==> src/hdl/xamse_pkg.sv <==
package xamse_pkg;

   localparam logic [7:0] OP_ADD_R8_R8    = 8'h02;
   localparam logic [7:0] OP_ADD_R16_R16  = 8'h03;
   localparam logic [7:0] OP_ADD_AL_IMM8  = 8'h04;
   localparam logic [7:0] OP_ADD_AX_IMM16 = 8'h05;
   localparam logic [7:0] OP_GRP1_IMM16   = 8'h81;
   localparam logic [7:0] OP_MOV_R8_IMM   = 8'hB0;
   localparam logic [7:0] OP_MOV_R16_IMM  = 8'hB8;

   localparam logic [1:0] MODRM_MOD_REG   = 2'b11;
   localparam logic [2:0] GRP1_ADD_REG    = 3'b000;
   localparam logic [2:0] REG_CODE_NONE   = 3'd0;

   localparam logic [1:0] KIND_BAD     = 2'd0;
   localparam logic [1:0] KIND_ADD_REG = 2'd1;
   localparam logic [1:0] KIND_ADD_IMM = 2'd2;
   localparam logic [1:0] KIND_MOV     = 2'd3;

   typedef logic [2:0]  reg_code_type;
   typedef logic [15:0] word_type;

   typedef struct packed {
      logic [1:0]   kind;
      logic         byte_wide;
      reg_code_type dest;
      reg_code_type src;
      word_type     imm;
   } decode_type;

   typedef struct packed {
      logic         en;
      reg_code_type addr;
      word_type     data;
   } write_type;

   typedef struct packed {
      reg_code_type dest;
      logic         byte_wide;
      word_type     result;
      logic         carry;
      logic         zero;
      logic         unsupported;
   } result_type;

   // byte views al..bh map onto words ax..bx
   function automatic reg_code_type word_index(input reg_code_type code, input logic byte_wide);
      return byte_wide ? {1'b0, code[1:0]} : code;
   endfunction

endpackage

==> src/hdl/x86_add_mov_subset_executor.sv <==
// Executes one register-form 8086 add or mov instruction per transaction and returns the
// destination, the value written, the carry and zero flags after it and an unsupported mark.
// Throughput is one transaction per clock unless rsp_tready stalls the output; a taken
// request passes through the registered read of the register file memory, the execute
// stage and the output register. The eight word registers sit in a synchronous
// memory with two read ports; a write landing on the same edge as a dependent read is
// bypassed, so back-to-back dependent instructions run without stalls. Registers read as
// zero after reset with no clearing pass, and unsupported encodings change no state.
module x86_add_mov_subset_executor (
   input  logic        clock,
   input  logic        reset,
   input  logic        req_tvalid,
   output logic        req_tready,
   input  logic [31:0] req_tdata,   // opcode_byte, modrm_byte, immediate_value
   output logic        rsp_tvalid,
   input  logic        rsp_tready,
   output logic [23:0] rsp_tdata    // dest_index, byte_wide, result_value, carry_flag,
                                    // zero_flag, unsupported, zero pad
);

   xamse_pkg::decode_type  dec;
   xamse_pkg::decode_type  s1_dec_ff;
   logic                   s1_valid_ff;
   logic                   req_take;
   logic                   exe_free;
   xamse_pkg::word_type    dest_word_raw;
   xamse_pkg::word_type    src_word_raw;
   xamse_pkg::write_type   wr;
   logic [1:0]             flags;
   xamse_pkg::result_type  rsp;

   xamse_decode u_decode (
      .opcode (req_tdata[7:0]),
      .modrm  (req_tdata[15:8]),
      .imm    (req_tdata[31:16]),
      .dec    (dec)
   );

   assign req_tready = !s1_valid_ff || exe_free;
   assign req_take   = req_tvalid && req_tready;

   always_ff @(posedge clock) begin
      if (reset) begin
         s1_valid_ff <= 1'b0;
      end else if (req_tready) begin
         s1_valid_ff <= req_tvalid;
      end
   end

   always_ff @(posedge clock) begin
      if (req_take) begin
         s1_dec_ff <= dec;
      end
   end

   xamse_regfile u_regfile (
      .clock     (clock),
      .reset     (reset),
      .rd_en     (req_take),
      .rd_addr_a (xamse_pkg::word_index(dec.dest, dec.byte_wide)),
      .rd_addr_b (xamse_pkg::word_index(dec.src, dec.byte_wide)),
      .rd_data_a (dest_word_raw),
      .rd_data_b (src_word_raw),
      .wr        (wr)
   );

   xamse_execute u_execute (
      .clock         (clock),
      .reset         (reset),
      .s1_valid      (s1_valid_ff),
      .dec           (s1_dec_ff),
      .dest_word_raw (dest_word_raw),
      .src_word_raw  (src_word_raw),
      .rsp_ready     (rsp_tready),
      .out_free      (exe_free),
      .wr            (wr),
      .flags         (flags),
      .rsp_valid     (rsp_tvalid),
      .rsp           (rsp)
   );

   assign rsp_tdata = {1'b0, rsp.unsupported, rsp.zero, rsp.carry, rsp.result,
                       rsp.byte_wide, rsp.dest};

   a_write_only_on_advance: assert property (@(posedge clock) disable iff (reset)
      wr.en |-> s1_valid_ff && exe_free && s1_dec_ff.kind != xamse_pkg::KIND_BAD)
      else $error("register write without an advancing instruction");

   a_mov_keeps_flags: assert property (@(posedge clock) disable iff (reset)
      s1_valid_ff && exe_free && s1_dec_ff.kind == xamse_pkg::KIND_MOV
      |=> flags == $past(flags))
      else $error("mov changed the flags");

   a_stall_blocks_request: assert property (@(posedge clock) disable iff (reset)
      s1_valid_ff && rsp_tvalid && !rsp_tready |-> !req_tready)
      else $error("request taken while execute stage is stalled");

   a_quiet_after_reset: assert property (@(posedge clock) disable iff (reset)
      $past(reset) |-> !rsp_tvalid && !wr.en)
      else $error("activity right after reset");

endmodule

==> src/hdl/xamse_decode.sv <==
module xamse_decode (
   input  logic [7:0]             opcode,
   input  logic [7:0]             modrm,
   input  logic [15:0]            imm,
   output xamse_pkg::decode_type  dec
);

   always_comb begin
      dec.kind      = xamse_pkg::KIND_BAD;
      dec.byte_wide = 1'b0;
      dec.dest      = xamse_pkg::REG_CODE_NONE;
      dec.src       = xamse_pkg::REG_CODE_NONE;
      dec.imm       = imm;
      priority if (opcode == xamse_pkg::OP_ADD_R8_R8 && modrm[7:6] == xamse_pkg::MODRM_MOD_REG) begin
         dec.kind      = xamse_pkg::KIND_ADD_REG;
         dec.byte_wide = 1'b1;
         dec.dest      = modrm[5:3];
         dec.src       = modrm[2:0];
      end else if (opcode == xamse_pkg::OP_ADD_R16_R16
                   && modrm[7:6] == xamse_pkg::MODRM_MOD_REG) begin
         dec.kind = xamse_pkg::KIND_ADD_REG;
         dec.dest = modrm[5:3];
         dec.src  = modrm[2:0];
      end else if (opcode == xamse_pkg::OP_ADD_AL_IMM8) begin
         dec.kind      = xamse_pkg::KIND_ADD_IMM;
         dec.byte_wide = 1'b1;
      end else if (opcode == xamse_pkg::OP_ADD_AX_IMM16) begin
         dec.kind = xamse_pkg::KIND_ADD_IMM;
      end else if (opcode == xamse_pkg::OP_GRP1_IMM16
                   && modrm[7:6] == xamse_pkg::MODRM_MOD_REG
                   && modrm[5:3] == xamse_pkg::GRP1_ADD_REG
                   && modrm[2:0] != xamse_pkg::REG_CODE_NONE) begin
         dec.kind = xamse_pkg::KIND_ADD_IMM;
         dec.dest = modrm[2:0];
      end else if (opcode[7:3] == xamse_pkg::OP_MOV_R8_IMM[7:3]) begin
         dec.kind      = xamse_pkg::KIND_MOV;
         dec.byte_wide = 1'b1;
         dec.dest      = opcode[2:0];
      end else if (opcode[7:3] == xamse_pkg::OP_MOV_R16_IMM[7:3]) begin
         dec.kind = xamse_pkg::KIND_MOV;
         dec.dest = opcode[2:0];
      end else begin
         dec.kind = xamse_pkg::KIND_BAD;
      end
   end

endmodule

==> src/hdl/xamse_regfile.sv <==
module xamse_regfile (
   input  logic                     clock,
   input  logic                     reset,
   input  logic                     rd_en,
   input  xamse_pkg::reg_code_type  rd_addr_a,
   input  xamse_pkg::reg_code_type  rd_addr_b,
   output xamse_pkg::word_type      rd_data_a,
   output xamse_pkg::word_type      rd_data_b,
   input  xamse_pkg::write_type     wr
);

   xamse_pkg::word_type regs_ff [8];
   logic [7:0]          valid_ff;
   xamse_pkg::word_type data_a_ff;
   xamse_pkg::word_type data_b_ff;
   logic                valid_a_ff;
   logic                valid_b_ff;

   always_ff @(posedge clock) begin
      if (wr.en) begin
         regs_ff[wr.addr] <= wr.data;
      end
      if (rd_en) begin
         data_a_ff  <= regs_ff[rd_addr_a];
         data_b_ff  <= regs_ff[rd_addr_b];
         valid_a_ff <= valid_ff[rd_addr_a];
         valid_b_ff <= valid_ff[rd_addr_b];
      end
   end

   // entries never written read as zero
   always_ff @(posedge clock) begin
      if (reset) begin
         valid_ff <= '0;
      end else if (wr.en) begin
         valid_ff[wr.addr] <= 1'b1;
      end
   end

   assign rd_data_a = valid_a_ff ? data_a_ff : '0;
   assign rd_data_b = valid_b_ff ? data_b_ff : '0;

endmodule

==> src/hdl/xamse_execute.sv <==
module xamse_execute (
   input  logic                    clock,
   input  logic                    reset,
   input  logic                    s1_valid,
   input  xamse_pkg::decode_type   dec,
   input  xamse_pkg::word_type     dest_word_raw,
   input  xamse_pkg::word_type     src_word_raw,
   input  logic                    rsp_ready,
   output logic                    out_free,
   output xamse_pkg::write_type    wr,
   output logic [1:0]              flags,
   output logic                    rsp_valid,
   output xamse_pkg::result_type   rsp
);

   xamse_pkg::write_type   fwd_ff;
   logic [1:0]             flags_ff;
   logic                   rsp_valid_ff;
   xamse_pkg::result_type  rsp_ff;
   xamse_pkg::result_type  rsp_in;

   xamse_pkg::reg_code_type dest_widx;
   xamse_pkg::reg_code_type src_widx;
   xamse_pkg::word_type     dest_word;
   xamse_pkg::word_type     src_word;
   logic [7:0]              a8;
   logic [7:0]              b8;
   xamse_pkg::word_type     b16;
   logic [8:0]              sum8;
   logic [16:0]             sum16;
   xamse_pkg::word_type     value;
   xamse_pkg::word_type     new_word;
   logic [7:0]              low8;
   logic                    wen;
   logic                    flag_upd;
   logic                    cf_new;
   logic                    zf_new;
   logic                    advance;

   assign dest_widx = xamse_pkg::word_index(dec.dest, dec.byte_wide);
   assign src_widx  = xamse_pkg::word_index(dec.src, dec.byte_wide);

   // bypass the write that landed on the same edge as the read
   assign dest_word = (fwd_ff.en && fwd_ff.addr == dest_widx) ? fwd_ff.data : dest_word_raw;
   assign src_word  = (fwd_ff.en && fwd_ff.addr == src_widx) ? fwd_ff.data : src_word_raw;

   assign a8    = dec.dest[2] ? dest_word[15:8] : dest_word[7:0];
   assign b8    = (dec.kind == xamse_pkg::KIND_ADD_REG)
                  ? (dec.src[2] ? src_word[15:8] : src_word[7:0]) : dec.imm[7:0];
   assign b16   = (dec.kind == xamse_pkg::KIND_ADD_REG) ? src_word : dec.imm;
   assign sum8  = {1'b0, a8} + {1'b0, b8};
   assign sum16 = {1'b0, dest_word} + {1'b0, b16};

   always_comb begin
      value    = '0;
      new_word = dest_word;
      low8     = '0;
      wen      = 1'b0;
      flag_upd = 1'b0;
      cf_new   = flags_ff[0];
      zf_new   = flags_ff[1];
      unique case (dec.kind)
         xamse_pkg::KIND_ADD_REG, xamse_pkg::KIND_ADD_IMM: begin
            wen      = 1'b1;
            flag_upd = 1'b1;
            if (dec.byte_wide) begin
               low8   = sum8[7:0];
               value  = {8'h00, low8};
               cf_new = sum8[8];
               zf_new = (low8 == 8'h00);
               new_word = dec.dest[2] ? {low8, dest_word[7:0]} : {dest_word[15:8], low8};
            end else begin
               value    = sum16[15:0];
               new_word = sum16[15:0];
               cf_new   = sum16[16];
               zf_new   = (sum16[15:0] == 16'h0000);
            end
         end
         xamse_pkg::KIND_MOV: begin
            wen = 1'b1;
            if (dec.byte_wide) begin
               low8     = dec.imm[7:0];
               value    = {8'h00, low8};
               new_word = dec.dest[2] ? {low8, dest_word[7:0]} : {dest_word[15:8], low8};
            end else begin
               value    = dec.imm;
               new_word = dec.imm;
            end
         end
         default: begin
            wen = 1'b0;
         end
      endcase
   end

   assign out_free = !rsp_valid_ff || rsp_ready;
   assign advance  = s1_valid && out_free;

   assign wr.en   = advance && wen;
   assign wr.addr = dest_widx;
   assign wr.data = new_word;

   always_comb begin
      rsp_in.dest        = dec.dest;
      rsp_in.byte_wide   = dec.byte_wide;
      rsp_in.result      = value;
      rsp_in.carry       = cf_new;
      rsp_in.zero        = zf_new;
      rsp_in.unsupported = (dec.kind == xamse_pkg::KIND_BAD);
   end

   always_ff @(posedge clock) begin
      if (reset) begin
         fwd_ff.en    <= 1'b0;
         flags_ff     <= '0;
         rsp_valid_ff <= 1'b0;
      end else begin
         if (wr.en) begin
            fwd_ff <= wr;
         end
         if (advance && flag_upd) begin
            flags_ff <= {zf_new, cf_new};
         end
         if (out_free) begin
            rsp_valid_ff <= s1_valid;
         end
      end
   end

   always_ff @(posedge clock) begin
      if (advance) begin
         rsp_ff <= rsp_in;
      end
   end

   assign flags     = flags_ff;
   assign rsp_valid = rsp_valid_ff;
   assign rsp       = rsp_ff;

endmodule
==> config.mk <==
export PLATFORM = sky130hd
export DESIGN_NAME = x86_add_mov_subset_executor
export DESIGN_NICKNAME = d
export VERILOG_FILES = /design/src/hdl/xamse_pkg.sv /design/src/hdl/x86_add_mov_subset_executor.sv /design/src/hdl/xamse_decode.sv /design/src/hdl/xamse_regfile.sv /design/src/hdl/xamse_execute.sv
export SDC_FILE = /design/constraint.sdc
export NUM_CORES = 1
export LEC_CHECK = 0
export BUFFER_PORTS_ARGS = -buffer_cell sky130_fd_sc_hd__buf_2
export CORE_UTILIZATION = 50
export CTS_BUF_LIST = sky130_fd_sc_hd__clkbuf_4 sky130_fd_sc_hd__clkbuf_8
export DETAILED_ROUTE_END_ITERATION = 8
export GPL_TIMING_DRIVEN = 0
export PLACE_DENSITY = 0.65
export SETUP_SLACK_MARGIN = 0.05
export SYNTH_ARGS = -nofsm -noshare
export SYNTH_HDL_FRONTEND = slang
export SYNTH_SLANG_ARGS = --single-unit
==> constraint.sdc <==
create_clock -name clock -period 4.6 [get_ports clock]
set_input_delay 1.38 -clock clock [delete_from_list [all_inputs] [get_ports clock]]
set_output_delay 1.38 -clock clock [all_outputs]
set_load 0.01 [all_outputs]
==> results.py, run 1 <==
metrics = {
    "floorplan": {
        "coreArea_sq_um": 25400,
        "num_rows": 58,
        "die_area_sq_um": 26790,
        "pin_count": 62,
        "dieWidth_um": 163.7,
        "die_y_um": 163.7,
        "initial_core_util": 0.5146,
    },
    "detailed_routing": {
        "dr.max_layer_used": "met4",
        "drtPass1Iterations": 5,
        "met2_length_mm": 19.54,
        "drtAntennaViolNets": 0,
        "wl_per_cell_um": 24.59,
        "viasPerCell": 6.161,
        "drt_iter0_markers": 1028,
        "drt-total-wl_mm": 40.60,
        "routed-wl-met3_mm": 3.057,
        "vias": 10170,
        "met1_length_mm": 16.18,
        "drc_errors": 0,
    },
    "sta": {
        "timing.setup.tns_ps": 0,
        "hold_viol_final": 0,
        "fin_crit_sh": 0.9815,
        "tightestPinTransition_ps": 1232,
        "setup_viol": 0,
        "clock_skew_ps": 27.57,
        "max_freq_mhz": 221.5,
        "finalMaxSlewViolations": 0,
        "slew_headroom": 0.1748,
        "rsz0062_at_grt": "true",
        "fin_crit_ps": 4515,
    },
    "logic_synthesis": {
        "synth_ff_type": "edfxtp_1",
        "synth_cell_types": 71,
        "synth-seq-cells": 242,
        "syn_nets": 1229,
        "ys_top_cells_by_area": "edfxtp_1, mux2i_1, nor2_1",
        "yosysSeqAreaShare": 0.5460,
        "synth_area_sq_um": 13070,
        "synth_area_per_cell_sq_um": 11.23,
        "ys_warn_count": 0,
        "synth_top_area_frac": 0.5261,
        "synth_cells": 1164,
        "async_flop_share": 0,
        "yosys.area.top_type": "edfxtp_1",
        "synth-edff-count": 229,
    },
    "placed_design": {
        "place_area_sq_um": 14030,
        "portBuffers": 60,
        "gp_congestion": 0.9858,
        "hpwl_mm": 29.19,
        "placedCellCount": 1568,
    },
    "power": {
        "vdd_drop_max_mv": 0.2450,
        "leakagePower_nw": 5.781,
        "power_density_nw_per_um2": 349.0,
    },
    "critical_path": {
        "r2r_cells": 21,
        "crit_path_start_kind": "flip-flop",
        "cp_cell_sequence": "buf_2 > inv_4 > nand2_2 > inv_2 > xnor2_1 > nand4_1 > buf_4 > and3_1 > a21oi_2 > inv_1 > ha_1 > inv_1 > fa_2 > nor2b_2 > o31a_1 > o311a_1 > mux2i_1 > nand2_2 > a22oi_2 > nor2_4 > a221o_2",
        "critPathMaxFanout": 7,
        "arrival_ps": 4770,
        "critPathMaxStageDelay_ps": 480,
        "slowest_stage": "a221o_2",
        "required_ps": 4850,
        "end_kind": "flip-flop",
        "critPathKind": "reg -> reg",
    },
    "min_path": {
        "hold_path_depth": 0,
        "hold_class": "reg -> reg",
    },
    "grt": {
        "grt_pass1_wl_mm": 60.22,
        "antenna_found_initial": 0,
        "grt_pass1_vias": 10020,
        "overflow": 0,
        "grt_max_degree": 44,
        "globalRouteTotalUtil": 0.3083,
    },
    "clocking": {
        "cts_hold_buf": 0,
        "path_clk_slew_ps": 60,
        "tritoncts": "built",
        "clockBufferDepth": 3,
        "clkLatencyLatePin_ps": 570,
        "cts-htree-levels": 2,
        "numCtsBuffers": 42,
        "clock_sinks": 242,
        "cts_root_buf": "clkbuf_8",
    },
    "finish": {
        "nNetsFinal": 1356,
        "final_cells": 1651,
        "drive_above_1_share": 0.2227,
        "post-route-util": 0.6061,
        "fillers": 2123,
        "stdcell_area_sq_um": 15390,
        "area_growth_pct": 17.79,
    },
    "flow_run": {
        "cap_violations": 0,
    },
    "status": {
        "outcome": "finished, final reports clean",
    },
}
-- path summary, 6_finish.rpt --
check / from / endpoint / slack (ps)
min reg2reg: s1_dec_ff[22] / u_execute.rsp[19] / 450
max: s1_dec_ff[22] / u_execute.fwd_ff[10] / 90
min: s1_dec_ff[22] / u_execute.rsp[19] / 450
max reg2reg: s1_dec_ff[22] / u_execute.fwd_ff[10] / 90
-- through the flow --
step           total power [mW]  worst slack, ps  hold WS [ps]
2_1_floorplan             3.042            411.7         420.6
3_3_place_gp              3.275            -1432         427.8
3_5_place_dp              3.288            -1294         437.5
4_1_cts                   5.343            21.13         452.0
5_1_grt                   5.560           -27.32         465.9
6_report                  5.373            85.32         447.4
-- worst max-delay path, delay by kind of cell, from the launching register on --
kind,cells,cell delay [ps]
fa+ha+maj,2,460
mux,1,180
buf+inv,6,770
compound gates,5,1550
simple gates,6,710
xor+xnor,1,140
flops,1,370
-- routing by layer --
layer  vias up  track usage
met5         -            0
met4         0       0.1372
met3       124      0.05358
met2       510       0.5243
met1      4949       0.3842
li1       4588            -
-- where the power goes --
| part | leakage [nW] | internal (mW) | total, mW | switching (mW) |
|---|---|---|---|---|
| logic | 3.07 | 0.282 | 0.804 | 0.522 |
| clock network | 0.459 | 1.13 | 2.02 | 0.883 |
| registers | 2.25 | 2.52 | 2.55 | 0.0313 |
| total | 5.78 | 3.94 | 5.37 | 1.44 |
-- cell families after synthesis --
group / synth area share
buf+inv: 0.03456
fa+ha+maj: 0.02891
xor+xnor: 0.01273
mux: 0.1406
flops: 0.5460
other cells: 0.0002869
compound gates: 0.1066
simple gates: 0.1302
-- flip-flops by register name, indices dropped and copies added, names as in the netlist --
register and count:
u_regfile.data_b_ff 16, u_regfile.valid_b_ff 1, u_execute.flags 2, s1_dec_ff 25, u_execute.fwd_ff 20, s1_valid_ff 1, u_regfile.regs_ff 128, u_regfile.valid_ff 8
u_regfile.data_a_ff 16, u_execute.rsp 23, u_execute.rsp_valid 1, u_regfile.valid_a_ff 1
-- layout make-up --
cell class	instances	area, sq um	share of cell area
plain buffers	66	350.3	0.02276
multi-input cells	821	5899	0.3832
inverters	32	122.6	0.007965
flip-flops and latches	242	7137	0.4636
diodes	1	2.502	0.0001625
well taps	330	412.9	0.02682
clock buffers	58	723.2	0.04698
clock inverters	15	141.4	0.009184
repair buffers	86	605.6	0.03934
-- cells in the mapped netlist, drive strengths merged, types with 12 or more instances --
| cell | number |
|---|---|
| inv | 32 |
| nand3 | 25 |
| nor2 | 150 |
| a21oi | 74 |
| nand2 | 136 |
| o21ai | 65 |
| dfxtp | 13 |
| edfxtp | 229 |
| buf | 30 |
| mux4 | 17 |
| mux2 | 27 |
| xnor2 | 15 |
| clkbuf | 40 |
| ha | 27 |
| nor3 | 14 |
| a31oi | 12 |
| mux2i | 115 |
-- repair_timing --
action / CTS / global route
gates cloned: 1 / 0
pin swaps: 5 / 9
buffers inserted: 9 / 3
setup endpoints to repair: 151 / 129
resized for setup: 54 / 46
-- cells in the final DEF (no fill, tap or decap), drive strengths merged, types with 12 or more instances in the layout --
master and instances:
mux4 17, a31oi 12, inv 32, clkbuf 93, edfxtp 229, mux2i 115, xnor2 15, mux2 27
o21ai 65, ha 27, clkinv 13, nand2 136, dfxtp 13, nor2 150, a21oi 74, buf 117
nor3 14, nand3 25
No activity file was read; power rests on OpenSTA's default activity.
==> inputs of run 2 (changes only) <==
PLACE_DENSITY = 0.77   (was 0.65)
==> run 2 against run 1 <==
Compared with the run above:
- non-clock buffer count grew 3
- critical path type unchanged
- clock-buffer cell count fell by 6
- largest power group unchanged
- sequential power about the same
- highest routed layer is now met5
- total power shrank 1.6%
==> results.py, run 2 (synthesis gave the netlist of run 1 again) <==
metrics = {
    "power": {
        "vdd_drop_max_mv": 0.2859,
        "leakagePower_nw": 5.736,
        "power_density_nw_per_um2": 347.1,
    },
    "finish": {
        "regMostFlops": "u_regfile.regs_ff",
        "nNetsFinal": 1357,
        "stdcell_area_sq_um": 15230,
        "final_cells": 1654,
        "area_growth_pct": 16.49,
        "drive_above_1_share": 0.2048,
        "final_common_cell": "edfxtp_1",
        "final_cell_mix": "edfxtp_1, nor2_1, nand2_1",
        "largest_reg_flops": 128,
    },
    "sta": {
        "hold_slack_ps": 471.1,
        "max_freq_mhz": 225.8,
        "setup_viol": 0,
        "tightestPinTransition_ps": 1165,
        "rsz0062_at_grt": "false",
        "fin_crit_sh": 0.9628,
        "finalMaxSlewViolations": 0,
        "hold_viol_final": 0,
        "setup_slack_ps": 171.3,
        "slew_headroom": 0.2196,
        "clock_skew_ps": 34.00,
        "fin_crit_ps": 4429,
    },
    "clocking": {
        "clockBufferDepth": 3,
        "cts-htree-levels": 2,
        "clkLatencyLatePin_ps": 570,
        "tritoncts": "built",
        "cts_hold_buf": 0,
        "cts_root_buf": "clkbuf_8",
        "path_clk_slew_ps": 60,
        "clock_sinks": 242,
        "numCtsBuffers": 40,
    },
    "min_path": {
        "hp-start": "u_execute.flags[1]",
        "hold_path_depth": 2,
        "hold_class": "reg -> reg",
    },
    "detailed_routing": {
        "drc_errors": 0,
        "wl_per_cell_um": 23.97,
        "vias": 10310,
        "drtPass1Iterations": 6,
        "drtAntennaViolNets": 0,
        "drt-total-wl_mm": 39.64,
        "drt_iter0_markers": 1039,
        "viasPerCell": 6.230,
    },
    "grt": {
        "globalRouteTotalUtil": 0.2982,
        "overflow": 0,
        "grt_max_degree": 43,
        "grt_pass1_vias": 10200,
        "grt_pass1_wl_mm": 59.08,
        "antenna_found_initial": 1,
    },
    "critical_path": {
        "critPathKind": "reg -> reg",
        "crit_path_start_kind": "flip-flop",
        "r2r_cells": 19,
        "required_ps": 4980,
        "arrival_ps": 4800,
        "r2r-start": "s1_dec_ff[22]",
        "end_kind": "flip-flop",
        "startpoint": "s1_dec_ff[22]",
        "critPathMaxFanout": 10,
    },
    "floorplan": {
        "die_y_um": 163.7,
        "coreArea_sq_um": 25400,
        "pin_count": 62,
        "die_area_sq_um": 26790,
        "initial_core_util": 0.5146,
        "dieWidth_um": 163.7,
        "num_rows": 58,
    },
    "placed_design": {
        "portBuffers": 60,
        "placedCellCount": 1567,
        "place_worst_setup_slack_ps": -1014,
        "gp_congestion": 0.9886,
        "hpwl_mm": 28.36,
        "place_area_sq_um": 13990,
    },
    "status": {
        "outcome": "finished, final reports clean",
    },
    "flow_run": {
        "cap_violations": 0,
    },
}
[run 2: changes by cell type in the layout (fill, tap and decap cells not counted), moves of 4 or more]
cell,before,now
o21ai_2,6,2
a21oi_1,60,64
clkbuf_8,47,41
clkinv_1,5,11
[run 2: path summary, 6_finish.rpt]
check / end / slack, ps
worst max-delay path: u_execute.rsp[1] / 170
worst min-delay path: u_execute.flags[1] / 470
worst max register to register: u_execute.rsp[1] / 170
worst min register to register: u_execute.flags[1] / 470
[run 2: repair_timing]
| item | in CTS | in global routing |
|---|---|---|
| buffers inserted | 4 | 10 |
| cloned | 0 | 1 |
| endpoints found under the setup margin | 150 | 130 |
| pin swaps | 4 | 15 |
| gates resized for setup | 41 | 43 |
[run 2: per-layer routing]
| layer | part of all wire | global-route usage | up-vias |
|---|---|---|---|
| li1 | - | - | 4574 |
| met1 | 0.38 | 0.3697 | 4914 |
| met2 | 0.47 | 0.4913 | 653 |
| met3 | 0.097 | 0.05993 | 162 |
| met4 | 0.052 | 0.1578 | 2 |
| met5 | 0.00045 | 0 | - |
[run 2: report_power, final]
group,switching [mW],leakage [nW],internal [mW]
combinational,0.508,3.05,0.270
clock,0.864,0.435,1.09
sequential,0.0331,2.25,2.52
[run 2: worst max-delay path: stages (launching register included)]
cell       delay, ps
edfxtp_1         420
buf_6            160
inv_6            100
nand2_4           90
inv_4             80
xnor2_1          140
nand4_1          120
buf_4            180
and3_1           210
a21oi_4          190
inv_1             70
ha_1             300
buf_4            190
or3_1            320
a21boi_1         150
mux2i_1          110
or4_1            600
nor4_4           350
o2111ai_2        230
a22oi_1          220
[run 2: per-stage QoR]
step / util / TNS (ps) / power [mW]
2_1_floorplan: - / 0 / 3.042
6_report: 0.5995 / 0 / 5.285
4_1_cts: 0.5892 / 0 / 5.242
5_1_grt: 0.5994 / 0 / 5.471
3_3_place_gp: 0.5427 / -117300 / 3.267
3_5_place_dp: 0.5508 / -77320 / 3.284
[run 2: area by class of cell]
type                    count  area, sq um
fillers                  2046        10170
diodes                      1        2.502
inverters                  32        127.6
repair buffers             87        575.6
well taps                 330        412.9
flip-flops and latches    242         7137
multi-input cells         821         5782
clock buffers              52        640.6
clock inverters            21        183.9
plain buffers              68        364.1
